File: src/sv/rover_table_nearest_match_top_assert.svh
// Assertion macros for the rover table.
// Both sample on clk and are disabled while rst_n is low.
`ifndef ROVER_TABLE_NEAREST_MATCH_TOP_ASSERT_SVH
`define ROVER_TABLE_NEAREST_MATCH_TOP_ASSERT_SVH

// Same-cycle implication.
`define RTNM_ASSERT_IMP(lbl, ante, cons, msg) \
    lbl: assert property (@(posedge clk) disable iff (!rst_n) (ante) |-> (cons)) \
        else $error(msg);

// Next-cycle implication.
`define RTNM_ASSERT_NXT(lbl, ante, cons, msg) \
    lbl: assert property (@(posedge clk) disable iff (!rst_n) (ante) |=> (cons)) \
        else $error(msg);

`endif

File: src/sv/rtnm_ram.sv
`timescale 1ns / 1ps
// ----------------------------------------------------------------------------
// rtnm_ram
// Generic single-write, single-read RAM with registered read data.
// ----------------------------------------------------------------------------
module rtnm_ram #(
    parameter int WIDTH = 8,
    parameter int DEPTH = 32
) (
    input  logic                                      clk,
    input  logic                                      we,
    input  logic [((DEPTH > 1) ? $clog2(DEPTH) : 1)-1:0] waddr,
    input  logic [WIDTH-1:0]                          wdata,
    input  logic [((DEPTH > 1) ? $clog2(DEPTH) : 1)-1:0] raddr,
    output logic [WIDTH-1:0]                          rdata
);

    logic [WIDTH-1:0] mem [DEPTH];
    logic [WIDTH-1:0] rdata_reg;

    // Write port
    always_ff @(posedge clk)
    begin
        if (we)
        begin
            mem[waddr] <= wdata;
        end
    end

    // Registered read port
    always_ff @(posedge clk)
    begin
        rdata_reg <= mem[raddr];
    end

    assign rdata = rdata_reg;

endmodule

File: config.mk
export PLATFORM = sky130hd
export DESIGN_NAME = rtnm_ram
export DESIGN_NICKNAME = d
export VERILOG_FILES = /design/src/sv/rover_table_nearest_match_top_assert.svh /design/src/sv/rtnm_ram.sv
export SDC_FILE = /design/constraint.sdc
export NUM_CORES = 1
export LEC_CHECK = 0
export ABC_AREA = 1
export BUFFER_PORTS_ARGS = -buffer_cell sky130_fd_sc_hd__clkbuf_2
export CAP_MARGIN = 20
export CORE_AREA = 2 2 142 144
export DETAILED_ROUTE_END_ITERATION = 10
export DIE_AREA = 0 0 144 146
export HOLD_SLACK_MARGIN = 0.12
export PLACE_DENSITY = 0.75
export RECOVER_POWER = 25
export SLEW_MARGIN = 5
export SYNTH_ARGS = -nofsm -noshare
export SYNTH_HDL_FRONTEND = slang
export SYNTH_SLANG_ARGS = --single-unit
File: constraint.sdc
create_clock -name clk -period 1.03 [get_ports clk]
set_input_delay 0.0515 -clock clk [delete_from_list [all_inputs] [get_ports clk]]
set_output_delay 0.0515 -clock clk [all_outputs]
set_load 0.01 [all_outputs]
==> flow_metrics.py <==
metrics = {
    "power_and_ir_drop": {
        "power.density_nw_per_um2": 1760,
        "p_leak_uw": 0.004887,
        "peakVddDrop_uv": 1479,
    },
    "detailed_routing": {
        "vias_per_cell": 5.560,
        "final_antenna_net_count": 0,
        "drc": 0,
        "firstDrtPassIters": 5,
        "finalWirelength_mm": 24.47,
        "wl_per_cell_microns": 18.90,
        "drtIter0Drc": 582,
        "num_vias": 7200,
    },
    "sta": {
        "setup_viol": 14,
        "holdWs_ns": 0.1650,
        "setup_slack_ns": -0.07606,
        "finalCritPeriodShare_pct": 107.4,
        "period_minus_slack_ns": 1.106,
        "finalHoldViolations": 0,
        "maxSlewViolCount": 0,
        "slew_headroom_pct": 55.73,
        "skew_ns": 0.007718,
        "rsz0062_at_grt": "yes",
        "worst_pin_slew_ns": 0.6640,
        "fmax_mhz": 904.1,
    },
    "setup_path": {
        "arrival_ns": 1.52,
        "cp-start-kind": "register",
        "worstSetupEndpointType": "register",
        "path_class": "register to register",
        "required_ns": 1.44,
        "path_max_fanout": 1,
    },
    "global_routing": {
        "grt_max_degree": 46,
        "antenna_found_initial": 0,
        "grt_pass1_wl_mm": 38.32,
        "met3_usage_pct": 3.027,
        "use_met2_pct": 38.52,
        "grt_pass1_vias": 7003,
        "grt.busiest_layer": "met2",
        "use_met1_pct": 34.62,
        "overflow": 0,
        "grt_usage_pct": 23.90,
    },
    "placement": {
        "dp.cells": 1242,
        "dp_slack_ns": -0.2723,
        "gp_congestion": 0.8586,
        "dp_hpwl_mm": 15.18,
        "portBuffers": 27,
    },
    "yosys": {
        "yosysTopAreaCellShare_pct": 71.27,
        "yosys_warnings": 0,
        "seq_area_frac_synth_pct": 72.75,
        "synth-edff-count": 256,
        "ys_ff_latch": 264,
        "async_flop_share_pct": 0,
        "ys_types": 12,
        "synth_most_common_cell": "nand2_1",
        "syn_area_per_cell_sq_um": 11.70,
        "synthFlopType": "edfxtp_1",
        "synth_nets": 942,
        "synth_area_sq_um": 10790,
        "synth_area_leader_cell": "edfxtp_1",
        "netlist_top_cells_count": "nand2_1, edfxtp_1, nand3_1, nor2_1, buf_6",
        "syn_inst": 922,
        "synth_area_leaders": "edfxtp_1, nand2_1, nand3_1",
    },
    "outcome": {
        "run_status": "finished, violations left",
        "violations": "negative setup slack",
    },
    "cells_and_area": {
        "nFillCells": 1367,
        "synthToLayoutAreaGrowth_pct": 19.38,
        "regArea_sq_um": 7863,
        "largest_register_ffs": 256,
        "utilization_pct": 66.60,
        "multi_input_area_sq_um": 2758,
        "fin_cells": 1295,
        "drive_gt1_share_pct": 20.00,
        "n_antenna_cell": 0,
        "nets": 1033,
    },
    "clocking": {
        "numCtsBuffers": 25,
        "h-tree-depth": 1,
        "clk_path_buf_depth": 3,
        "numClockSinks": 264,
        "clk_pin_slew_worst_paths_ns": 0.06,
        "clk_latency_ns": 0.52,
        "cts_tree": "yes",
        "cts-root-buf": "clkbuf_16",
    },
    "die": {
        "start_util_pct": 55.79,
        "dieArea_sq_um": 21020,
        "coreArea_sq_um": 19330,
        "die_height_microns": 146,
        "num_rows": 51,
        "ios": 28,
        "die_x_microns": 144,
    },
    "hold_path": {
        "hold_path_class": "primary input to register",
    },
    "flow_run": {
        "max-cap-violations": 0,
    },
}
cell usage in the layout (no fill, tap or decap):
cell type | netlist | routed
dlygate4sd3_1 | 0 | 9
inv_1 | 8 | 8
clkinv_2 | 0 | 8
clkinv_1 | 0 | 5
dlymetal6s2s_1 | 0 | 1
buf_12 | 0 | 20
clkbuf_16 | 0 | 25
clkbuf_2 | 0 | 23
nor2_1 | 32 | 32
buf_8 | 0 | 4
buf_4 | 4 | 44
nand3_1 | 204 | 162
clkbuf_1 | 7 | 13
inv_2 | 2 | 1
nand3_2 | 0 | 42
clkinvlp_4 | 0 | 2
edfxtp_1 | 256 | 256
dfxtp_2 | 0 | 6
bufinv_16 | 0 | 3
buf_6 | 24 | 4
dfxtp_4 | 0 | 2
nand2_2 | 0 | 22
nand2_1 | 360 | 338
critical path, stage by stage, from the launching register on:
cell	delay (ns)
edfxtp_1	0.38
nand2_1	0.09
nand3_1	0.07
nand3_1	0.08
nand2_1	0.08
nand2_1	0.10
nand2_2	0.09
nand2_2	0.07
nand2_1	0.05
final timing paths:
path	startpoint	to	slack, ns	depth (start not counted)
max	mem[16][4]$_DFFE_PP_	rdata[4]$_DFF_P_	-0.08	8
min	waddr[3]	mem[12][3]$_DFFE_PP_	0.17	4
max reg2reg	mem[16][4]$_DFFE_PP_	rdata[4]$_DFF_P_	-0.08	8
min reg2reg	mem[10][3]$_DFFE_PP_	rdata[3]$_DFF_P_	0.75	8
timing repair:
| action | 4_1_cts | 5_1_grt |
|---|---|---|
| hold buffers | 9 | 0 |
| gates cloned | 0 | 0 |
| endpoints found under the setup margin | 16 | 16 |
| pin swaps | 31 | 49 |
| resized for setup | 33 | 58 |
| setup buffers | 0 | 0 |
| hold endpoints to repair | 232 | 0 |
kinds of logic after synthesis:
group | share of synthesized area [%]
flip-flops | 72.75
AND/OR/NAND/NOR | 23.11
buffers and inverters | 4.141
routing by layer:
layer,wire length (microns),share of wire (%)
met2,11770,48
met4,455,1.9
met1,10260,42
met5,0,0
met3,1989,8.1
per-stage QoR:
stage | total power, uW | setup TNS, ns | area [sq um]
after floorplan | 13080 | -11.37 | 10790
final | 22670 | -0.3570 | 12880
after CTS | 22690 | -0.7990 | 12740
after global placement | 13770 | -12.87 | 11730
after global routing | 23410 | -1.122 | 12880
after detailed placement | 13810 | -17.10 | 11730
area by class of cell:
type / count / share of cell area (%)
Sequential cell: 264 / 61.06
Multi-Input combinational cell: 596 / 21.41
Timing Repair Buffer: 116 / 8.502
Clock buffer: 27 / 4.916
Tap cell: 265 / 2.575
Clock inverter: 17 / 1.234
Inverter: 10 / 0.3012
power breakdown:
part,internal (uW),switching [uW],total (uW)
combinational,656,1110,1770
clock,5170,3710,8880
sequential,11900,77.9,12000
total,17800,4900,22700
No activity file was read; power rests on OpenSTA's default activity.
