$ cat config.mk
export PLATFORM = sky130hd
export DESIGN_NAME = rtnm_dist
export DESIGN_NICKNAME = d
export VERILOG_FILES = /design/src/sv/rover_table_nearest_match_top_assert.svh /design/src/sv/rtnm_pkg.sv /design/src/sv/rtnm_dist.sv
export SDC_FILE = /design/constraint.sdc
export NUM_CORES = 2
export LEC_CHECK = 0
export BUFFER_PORTS_ARGS = -buffer_cell sky130_fd_sc_hd__buf_4
export CAP_MARGIN = 20
export CORE_MARGIN = 5
export CORE_UTILIZATION = 45
export CTS_CLUSTER_DIAMETER = 50
export DETAILED_ROUTE_END_ITERATION = 10
export GPL_ROUTABILITY_DRIVEN = 0
export PLACE_DENSITY = 0.7
export SLEW_MARGIN = 20
export SYNTH_ARGS = -nofsm -noshare
export SYNTH_HDL_FRONTEND = slang
export SYNTH_SLANG_ARGS = --single-unit
export TNS_END_PERCENT = 5
$ cat constraint.sdc
create_clock -name clk -period 7.9 [get_ports clk]
set_clock_uncertainty 0.05 [all_clocks]
set_input_delay 2.37 -clock clk [delete_from_list [all_inputs] [get_ports clk]]
set_output_delay 2.37 -clock clk [all_outputs]
set_load 0.05 [all_outputs]
$ cat src/sv/rover_table_nearest_match_top_assert.svh
// Assertion macros for the rover table.
// Both sample on clk and are disabled while rst_n is low.
`ifndef ROVER_TABLE_NEAREST_MATCH_TOP_ASSERT_SVH
`define ROVER_TABLE_NEAREST_MATCH_TOP_ASSERT_SVH

// Same-cycle implication.
`define RTNM_ASSERT_IMP(lbl, ante, cons, msg) \
    lbl: assert property (@(posedge clk) disable iff (!rst_n) (ante) |-> (cons)) \
        else $error(msg);

// Next-cycle implication.
`define RTNM_ASSERT_NXT(lbl, ante, cons, msg) \
    lbl: assert property (@(posedge clk) disable iff (!rst_n) (ante) |=> (cons)) \
        else $error(msg);

`endif

$ cat src/sv/rtnm_pkg.sv
`timescale 1ns / 1ps
// ----------------------------------------------------------------------------
// rtnm_pkg
// Shared constants, types and codes for the rover table with nearest match.
// ----------------------------------------------------------------------------
package rtnm_pkg;

    localparam int TABLE_DEPTH = 32;
    localparam int IDX_W       = (TABLE_DEPTH > 1) ? $clog2(TABLE_DEPTH) : 1;
    localparam int CNT_W       = $clog2(TABLE_DEPTH + 1);
    localparam int ID_W        = 32;
    localparam int COORD_W     = 34;
    localparam int PROX_W      = 24;
    localparam int SQ_W        = 2 * PROX_W;
    localparam int DIST_W      = SQ_W + 2;
    localparam int SLOT_W      = 5;
    localparam int STATUS_W    = 4;
    localparam int ENTRY_W     = ID_W + 3 * COORD_W;

    localparam logic [PROX_W-1:0] PROX_RESET = PROX_W'(2500000);
    localparam logic [DIST_W-1:0] DIST_FAR   = '1;

    typedef enum logic [STATUS_W-1:0] {
        ST_REJECTED   = 4'd0,
        ST_UPDATED    = 4'd1,
        ST_REANCHORED = 4'd2,
        ST_JOINED     = 4'd3,
        ST_RECYCLED   = 4'd4,
        ST_APPENDED   = 4'd5,
        ST_FULL       = 4'd6,
        ST_DELETED    = 4'd7,
        ST_ABSENT     = 4'd8
    } status_t;

    typedef enum logic [1:0] {
        S_IDLE,
        S_SCAN,
        S_DRAIN,
        S_RESP
    } state_t;

    typedef struct packed {
        logic [ID_W-1:0]    id;
        logic [COORD_W-1:0] x;
        logic [COORD_W-1:0] y;
        logic [COORD_W-1:0] z;
    } entry_t;

    // Per-entry tag carried down the distance pipeline
    typedef struct packed {
        logic               vld;
        logic [IDX_W-1:0]   idx;
        logic               match;
        logic               free;
        logic [COORD_W-1:0] x;
        logic [COORD_W-1:0] y;
        logic [COORD_W-1:0] z;
    } tag_t;

endpackage

$ cat src/sv/rtnm_dist.sv
`timescale 1ns / 1ps
// ----------------------------------------------------------------------------
// rtnm_dist
// Three-stage squared distance pipeline: axis magnitude and far check,
// per-axis square, then sum with far saturation.
// ----------------------------------------------------------------------------
module rtnm_dist
    import rtnm_pkg::*;
(
    input  logic                clk,
    input  logic                rst_n,
    input  logic                rd_vld,
    input  logic [IDX_W-1:0]    rd_idx,
    input  entry_t              rd_entry,
    input  logic [ID_W-1:0]     req_id,
    input  logic [COORD_W-1:0]  req_x,
    input  logic [COORD_W-1:0]  req_y,
    input  logic [COORD_W-1:0]  req_z,
    input  logic [PROX_W-1:0]   prox,
    output tag_t                res_tag,
    output logic [DIST_W-1:0]   res_dist,
    output logic                busy
);

    tag_t               t1;
    logic [COORD_W:0]   mx, my, mz;
    logic               far1;

    tag_t               t2_reg, t3_reg, t4_reg;
    logic [PROX_W-1:0]  mx_reg, my_reg, mz_reg;
    logic               far2_reg, far3_reg;
    logic [SQ_W-1:0]    sqx_reg, sqy_reg, sqz_reg;
    logic [DIST_W-1:0]  dist_reg;

    function automatic logic [COORD_W:0] axis_mag(logic [COORD_W-1:0] a,
                                                  logic [COORD_W-1:0] b);
        logic [COORD_W:0] d;
        d = {a[COORD_W-1], a} - {b[COORD_W-1], b};
        return d[COORD_W] ? (~d + 1'b1) : d;
    endfunction

    // Stage 1: tag the entry and take axis magnitudes
    always_comb
    begin
        t1.vld   = rd_vld;
        t1.idx   = rd_idx;
        t1.match = (rd_entry.id == req_id);
        t1.free  = (rd_entry.id == '0);
        t1.x     = rd_entry.x;
        t1.y     = rd_entry.y;
        t1.z     = rd_entry.z;
        mx       = axis_mag(req_x, rd_entry.x);
        my       = axis_mag(req_y, rd_entry.y);
        mz       = axis_mag(req_z, rd_entry.z);
        far1     = (mx > (COORD_W+1)'(prox)) || (my > (COORD_W+1)'(prox))
                || (mz > (COORD_W+1)'(prox));
    end

    always_ff @(posedge clk or negedge rst_n)
    begin
        if (!rst_n)
        begin
            t2_reg <= '0;
            t3_reg <= '0;
            t4_reg <= '0;
        end
        else
        begin
            t2_reg <= t1;
            t3_reg <= t2_reg;
            t4_reg <= t3_reg;
        end
    end

    // Datapath stages: magnitudes, squares, saturated sum
    always_ff @(posedge clk)
    begin
        mx_reg   <= mx[PROX_W-1:0];
        my_reg   <= my[PROX_W-1:0];
        mz_reg   <= mz[PROX_W-1:0];
        far2_reg <= far1;
        sqx_reg  <= SQ_W'(mx_reg) * SQ_W'(mx_reg);
        sqy_reg  <= SQ_W'(my_reg) * SQ_W'(my_reg);
        sqz_reg  <= SQ_W'(mz_reg) * SQ_W'(mz_reg);
        far3_reg <= far2_reg;
        dist_reg <= far3_reg ? DIST_FAR
                  : (DIST_W'(sqx_reg) + DIST_W'(sqy_reg) + DIST_W'(sqz_reg));
    end

    assign res_tag  = t4_reg;
    assign res_dist = dist_reg;
    assign busy     = t2_reg.vld || t3_reg.vld || t4_reg.vld;

endmodule

==> flow_summary.rst <==
.. list-table::
   :header-rows: 1

   * - Metric
     - Value
   * - Number of buffers added on ports
     - 460
   * - Worst endpoint required time
     - between 8 and 9 ns
   * - Total area of multi-input combinational cells
     - 54300 um2
   * - H-tree level count
     - 3
   * - Number of buffers created by CTS
     - roughly 80
   * - Post-DR wirelength/cell
     - 17.8 um
   * - Final Max Slew Viols
     - 0
   * - Number of global-route vias before repair
     - about 63k
   * - Critical path start-end classification
     - reg -> reg
   * - Total global routing overflow
     - 0
   * - Filler instances
     - approximately 15k
   * - Maximum fanout along the worst path
     - 6
   * - Netlist area before placement
     - around 76000 um2
   * - TritonCTS clock tree
     - done
   * - Area contributors post-synth
     - sky130_fd_sc_hd__fa_1 35%, sky130_fd_sc_hd__ha_1 12%, sky130_fd_sc_hd__dfrtp_1 11%
   * - Unrepaired setup endpoints after global routing
     - true
   * - Total DRC errors in the routed layout
     - 0
   * - Kind of launch point of the worst setup path
     - flop
   * - Core Area
     - 167000 um2
   * - Final hold violation count
     - 0
   * - Highest cell delay on the worst timing path
     - approximately 0.55 ns
   * - Number of vias per cell
     - ~5
   * - Post-layout net count
     - about 11k
   * - Die Footprint
     - 176000 um2
   * - Worst reg2reg path startpoint
     - mx_reg[10]
   * - CTS Root Buffer Type
     - sky130_fd_sc_hd__clkbuf_16
   * - Setup_tns
     - 0 ns
   * - Worst Hold Class
     - reg -> reg
   * - Final critical path time including I/O delays and setup
     - between 7 and 8 ns
   * - Post-DRT Antenna Nets
     - 0
   * - Element type at the critical path end
     - flop
   * - Relative slew slack
     - 0.296
   * - Cells after Synth
     - around 8k
   * - Die Y
     - 420 um
   * - Horiz. Die Dim
     - roughly 420 um
   * - Clock latency on the worst-skew pair
     - 0.71 ns
   * - Yosys synthesis warning count
     - 0
   * - Slowest library cell on the worst path
     - sky130_fd_sc_hd__fa_1
   * - Number of optimization iterations in the first detailed-route pass
     - 6
   * - Fraction of the yosys area taken by sequential cells
     - 0.179
   * - Clock-pin slew of the registers on the worst-case setup and hold paths
     - 0.06 ns
   * - Hold-fix buffer count after cts
     - 0
   * - Yosys top cell by area
     - sky130_fd_sc_hd__fa_1
   * - Upper clock frequency limit
     - roughly 130 MHz
   * - Startpoint of the worst setup timing path
     - mx_reg[10]
   * - Synth unique cells
     - between 80 and 90
   * - Clock sink count
     - 595
   * - Max clock buf depth
     - 3
   * - Storage element area
     - ~14000 um2
   * - Syn_area_per_cell
     - 9.61 um2
   * - Maximum number of pins on one net before global-route repair
     - between 100 and 150
   * - Global-route usage over all layers
     - 0.234
   * - WL final
     - 201000 um
   * - Initial core utilization
     - 0.453
   * - Site Rows
     - 150
   * - Data arrival time of the critical path
     - roughly 8.3 ns
   * - Predominant post-synthesis flop cell
     - sky130_fd_sc_hd__dfrtp_1
   * - Fraction of final layout cells with drive strength greater than 1
     - 0.171
   * - Outcome
     - complete, no violations
   * - Share of synthesized registers carrying an async set or reset
     - 0.555
   * - Global-route wire length before repair
     - ~330000 um
   * - Total via count after detailed routing
     - around 57k
   * - Launch instance of the worst min-delay path
     - t3_reg[84]
   * - Initial antenna violation count
     - 15
   * - Number of enable flip-flop cells after synthesis
     - 0
   * - Fraction of synthesized cell area taken by the top area cell type
     - 0.349
   * - Post-DP HPWL
     - roughly 170000 um
   * - Iteration-0 DRC count of the detailed router
     - approximately 2.9k
   * - # setup viols final
     - 0
   * - Area growth from synthesis to layout
     - 19.8%
   * - Worst Tran Pin Value
     - ~1.0 ns
   * - Max-capacitance violation count
     - 0
   * - Number of flip-flops and latches in the synthesized netlist
     - 595
   * - Io pins
     - 461
   * - Final cycle utilization of the critical path
     - 0.987
## path summary, 6_finish.rpt
| path | cells past startpoint | to | slack, ns |
|---|---|---|---|
| setup reg to reg | 31 | sqx_reg[45] | 0.10 |
| hold / removal | 0 | res_tag[84] | 0.29 |
| setup / recovery | 31 | sqx_reg[45] | 0.10 |
| min in group asynchronous | 1 | t2_reg[105] | 1.65 |
| hold reg to reg | 0 | res_tag[84] | 0.29 |
| max in group asynchronous | 2 | t3_reg[86] | 4.73 |
## cells by family (layout without fill, tap and decap cells)
logic type / after synthesis / in the layout / share of synthesized area
AOI/OAI and AO/OA: 959 / 959 / 0.0831
xor gates and xnor gates: 368 / 368 / 0.0426
adders and majority gates: 2070 / 2070 / 0.473
buffers and inverters: 2147 / 3339 / 0.107
DFF: 595 / 595 / 0.179
muxes: 19 / 19 / 0.00257
other: 1 / 11 / 0.0000496
and+or+nand+nor: 1710 / 1710 / 0.112
## layout by cell type (no fill, tap or decap), types with 11 or more instances in the layout
cell type	synthesis	final
sky130_fd_sc_hd__dfxtp_1	265	217
sky130_fd_sc_hd__dfxtp_4	0	15
sky130_fd_sc_hd__nor2_1	250	246
sky130_fd_sc_hd__xor2_1	142	142
sky130_fd_sc_hd__inv_6	0	11
sky130_fd_sc_hd__nor4_1	31	30
sky130_fd_sc_hd__a21oi_1	278	268
sky130_fd_sc_hd__a21o_1	150	150
sky130_fd_sc_hd__inv_1	1962	1950
sky130_fd_sc_hd__buf_12	0	21
sky130_fd_sc_hd__or2_2	22	22
sky130_fd_sc_hd__a211oi_1	25	21
sky130_fd_sc_hd__o31ai_1	35	33
sky130_fd_sc_hd__clkbuf_16	0	83
sky130_fd_sc_hd__nand3_1	69	69
sky130_fd_sc_hd__o21ai_1	8	19
sky130_fd_sc_hd__a21oi_2	2	12
sky130_fd_sc_hd__and2_1	379	373
sky130_fd_sc_hd__buf_6	1	12
sky130_fd_sc_hd__o21bai_1	40	40
sky130_fd_sc_hd__a211o_1	12	12
sky130_fd_sc_hd__ha_1	753	749
sky130_fd_sc_hd__and3_1	46	45
sky130_fd_sc_hd__inv_2	1	13
sky130_fd_sc_hd__nand2_1	629	623
sky130_fd_sc_hd__dfrtp_1	330	330
sky130_fd_sc_hd__xnor2_1	226	226
sky130_fd_sc_hd__nor3_1	59	57
sky130_fd_sc_hd__buf_4	0	1191
sky130_fd_sc_hd__dfxtp_2	0	33
sky130_fd_sc_hd__o211ai_1	22	22
sky130_fd_sc_hd__nand2b_1	57	57
sky130_fd_sc_hd__o21a_1	53	53
sky130_fd_sc_hd__mux2i_1	16	16
sky130_fd_sc_hd__o21ai_0	155	140
sky130_fd_sc_hd__fa_1	1317	1310
sky130_fd_sc_hd__nand4_1	40	40
sky130_fd_sc_hd__a31oi_1	40	37
sky130_fd_sc_hd__nor2b_1	50	50
sky130_fd_sc_hd__or3_1	24	24
## synthesized netlist by cell type (31+ instances only)
library cell and instances:
sky130_fd_sc_hd__a21o_1 150, sky130_fd_sc_hd__o21a_1 53, sky130_fd_sc_hd__nand2b_1 57, sky130_fd_sc_hd__nand2_1 629
sky130_fd_sc_hd__xor2_1 142, sky130_fd_sc_hd__and2_1 379, sky130_fd_sc_hd__o21bai_1 40, sky130_fd_sc_hd__ha_1 753
sky130_fd_sc_hd__xnor2_1 226, sky130_fd_sc_hd__and3_1 46, sky130_fd_sc_hd__dfxtp_1 265, sky130_fd_sc_hd__nor4_1 31
sky130_fd_sc_hd__nor2b_1 50, sky130_fd_sc_hd__a31oi_1 40, sky130_fd_sc_hd__nor2_1 250, sky130_fd_sc_hd__o21ai_0 155
sky130_fd_sc_hd__nor3_1 59, sky130_fd_sc_hd__a21oi_1 278, sky130_fd_sc_hd__o31ai_1 35, sky130_fd_sc_hd__dfrtp_1 330
sky130_fd_sc_hd__clkbuf_1 173, sky130_fd_sc_hd__fa_1 1317, sky130_fd_sc_hd__inv_1 1962, sky130_fd_sc_hd__nand4_1 40
sky130_fd_sc_hd__nand3_1 69
## layout make-up
type	instances	area share
antenna	8	0.000221
clock buffer	95	0.0238
clock inverter	53	0.00797
inverter	1963	0.0814
multi-input combinational	5129	0.600
sequential	595	0.151
tap	2204	0.0304
timing repair buffer	1228	0.106
## routing by layer
layer	track usage	routed length, um
met5	0	59
met4	0.125	12400
met1	0.275	76200
met3	0.0479	14100
met2	0.404	98200
## worst max-delay path, delay by kind of cell (launching register included)
family	cells	cell delay, ns
flip-flops	1	0.35
buffers and inverters	8	0.43
AND/OR/NAND/NOR	6	0.88
AO/OA/AOI/OAI	8	2.03
XOR/XNOR	1	0.11
adder cells (fa/ha/maj)	8	3.85
## repair_timing
item | in CTS | in global routing
cloned | 0 | 2
setup endpoints to repair | 10 | 29
setup buffers | 0 | 13
resized for setup | 20 | 156
pin swaps | 1 | 58
## stage by stage
stage / util / setup WS, ns / cells / instance area [um2] / hold slack, ns
6_report: 0.542 / 0.103 / 11300 / 90600 / 0.293
5_1_grt: 0.542 / -0.217 / 11300 / 90600 / 0.296
4_1_cts: 0.539 / -0.0124 / 11300 / 90000 / 0.296
3_5_place_dp: 0.521 / -0.772 / 11100 / 87000 / 0.285
3_3_place_gp: 0.521 / -0.897 / 11100 / 87000 / 0.281
2_1_floorplan: - / 0.00231 / 7871 / 75600 / 0.260
Power is left out: the tool's default activity adds up to more than one toggle a clock period on the data nets, which glitch-free logic cannot reach.
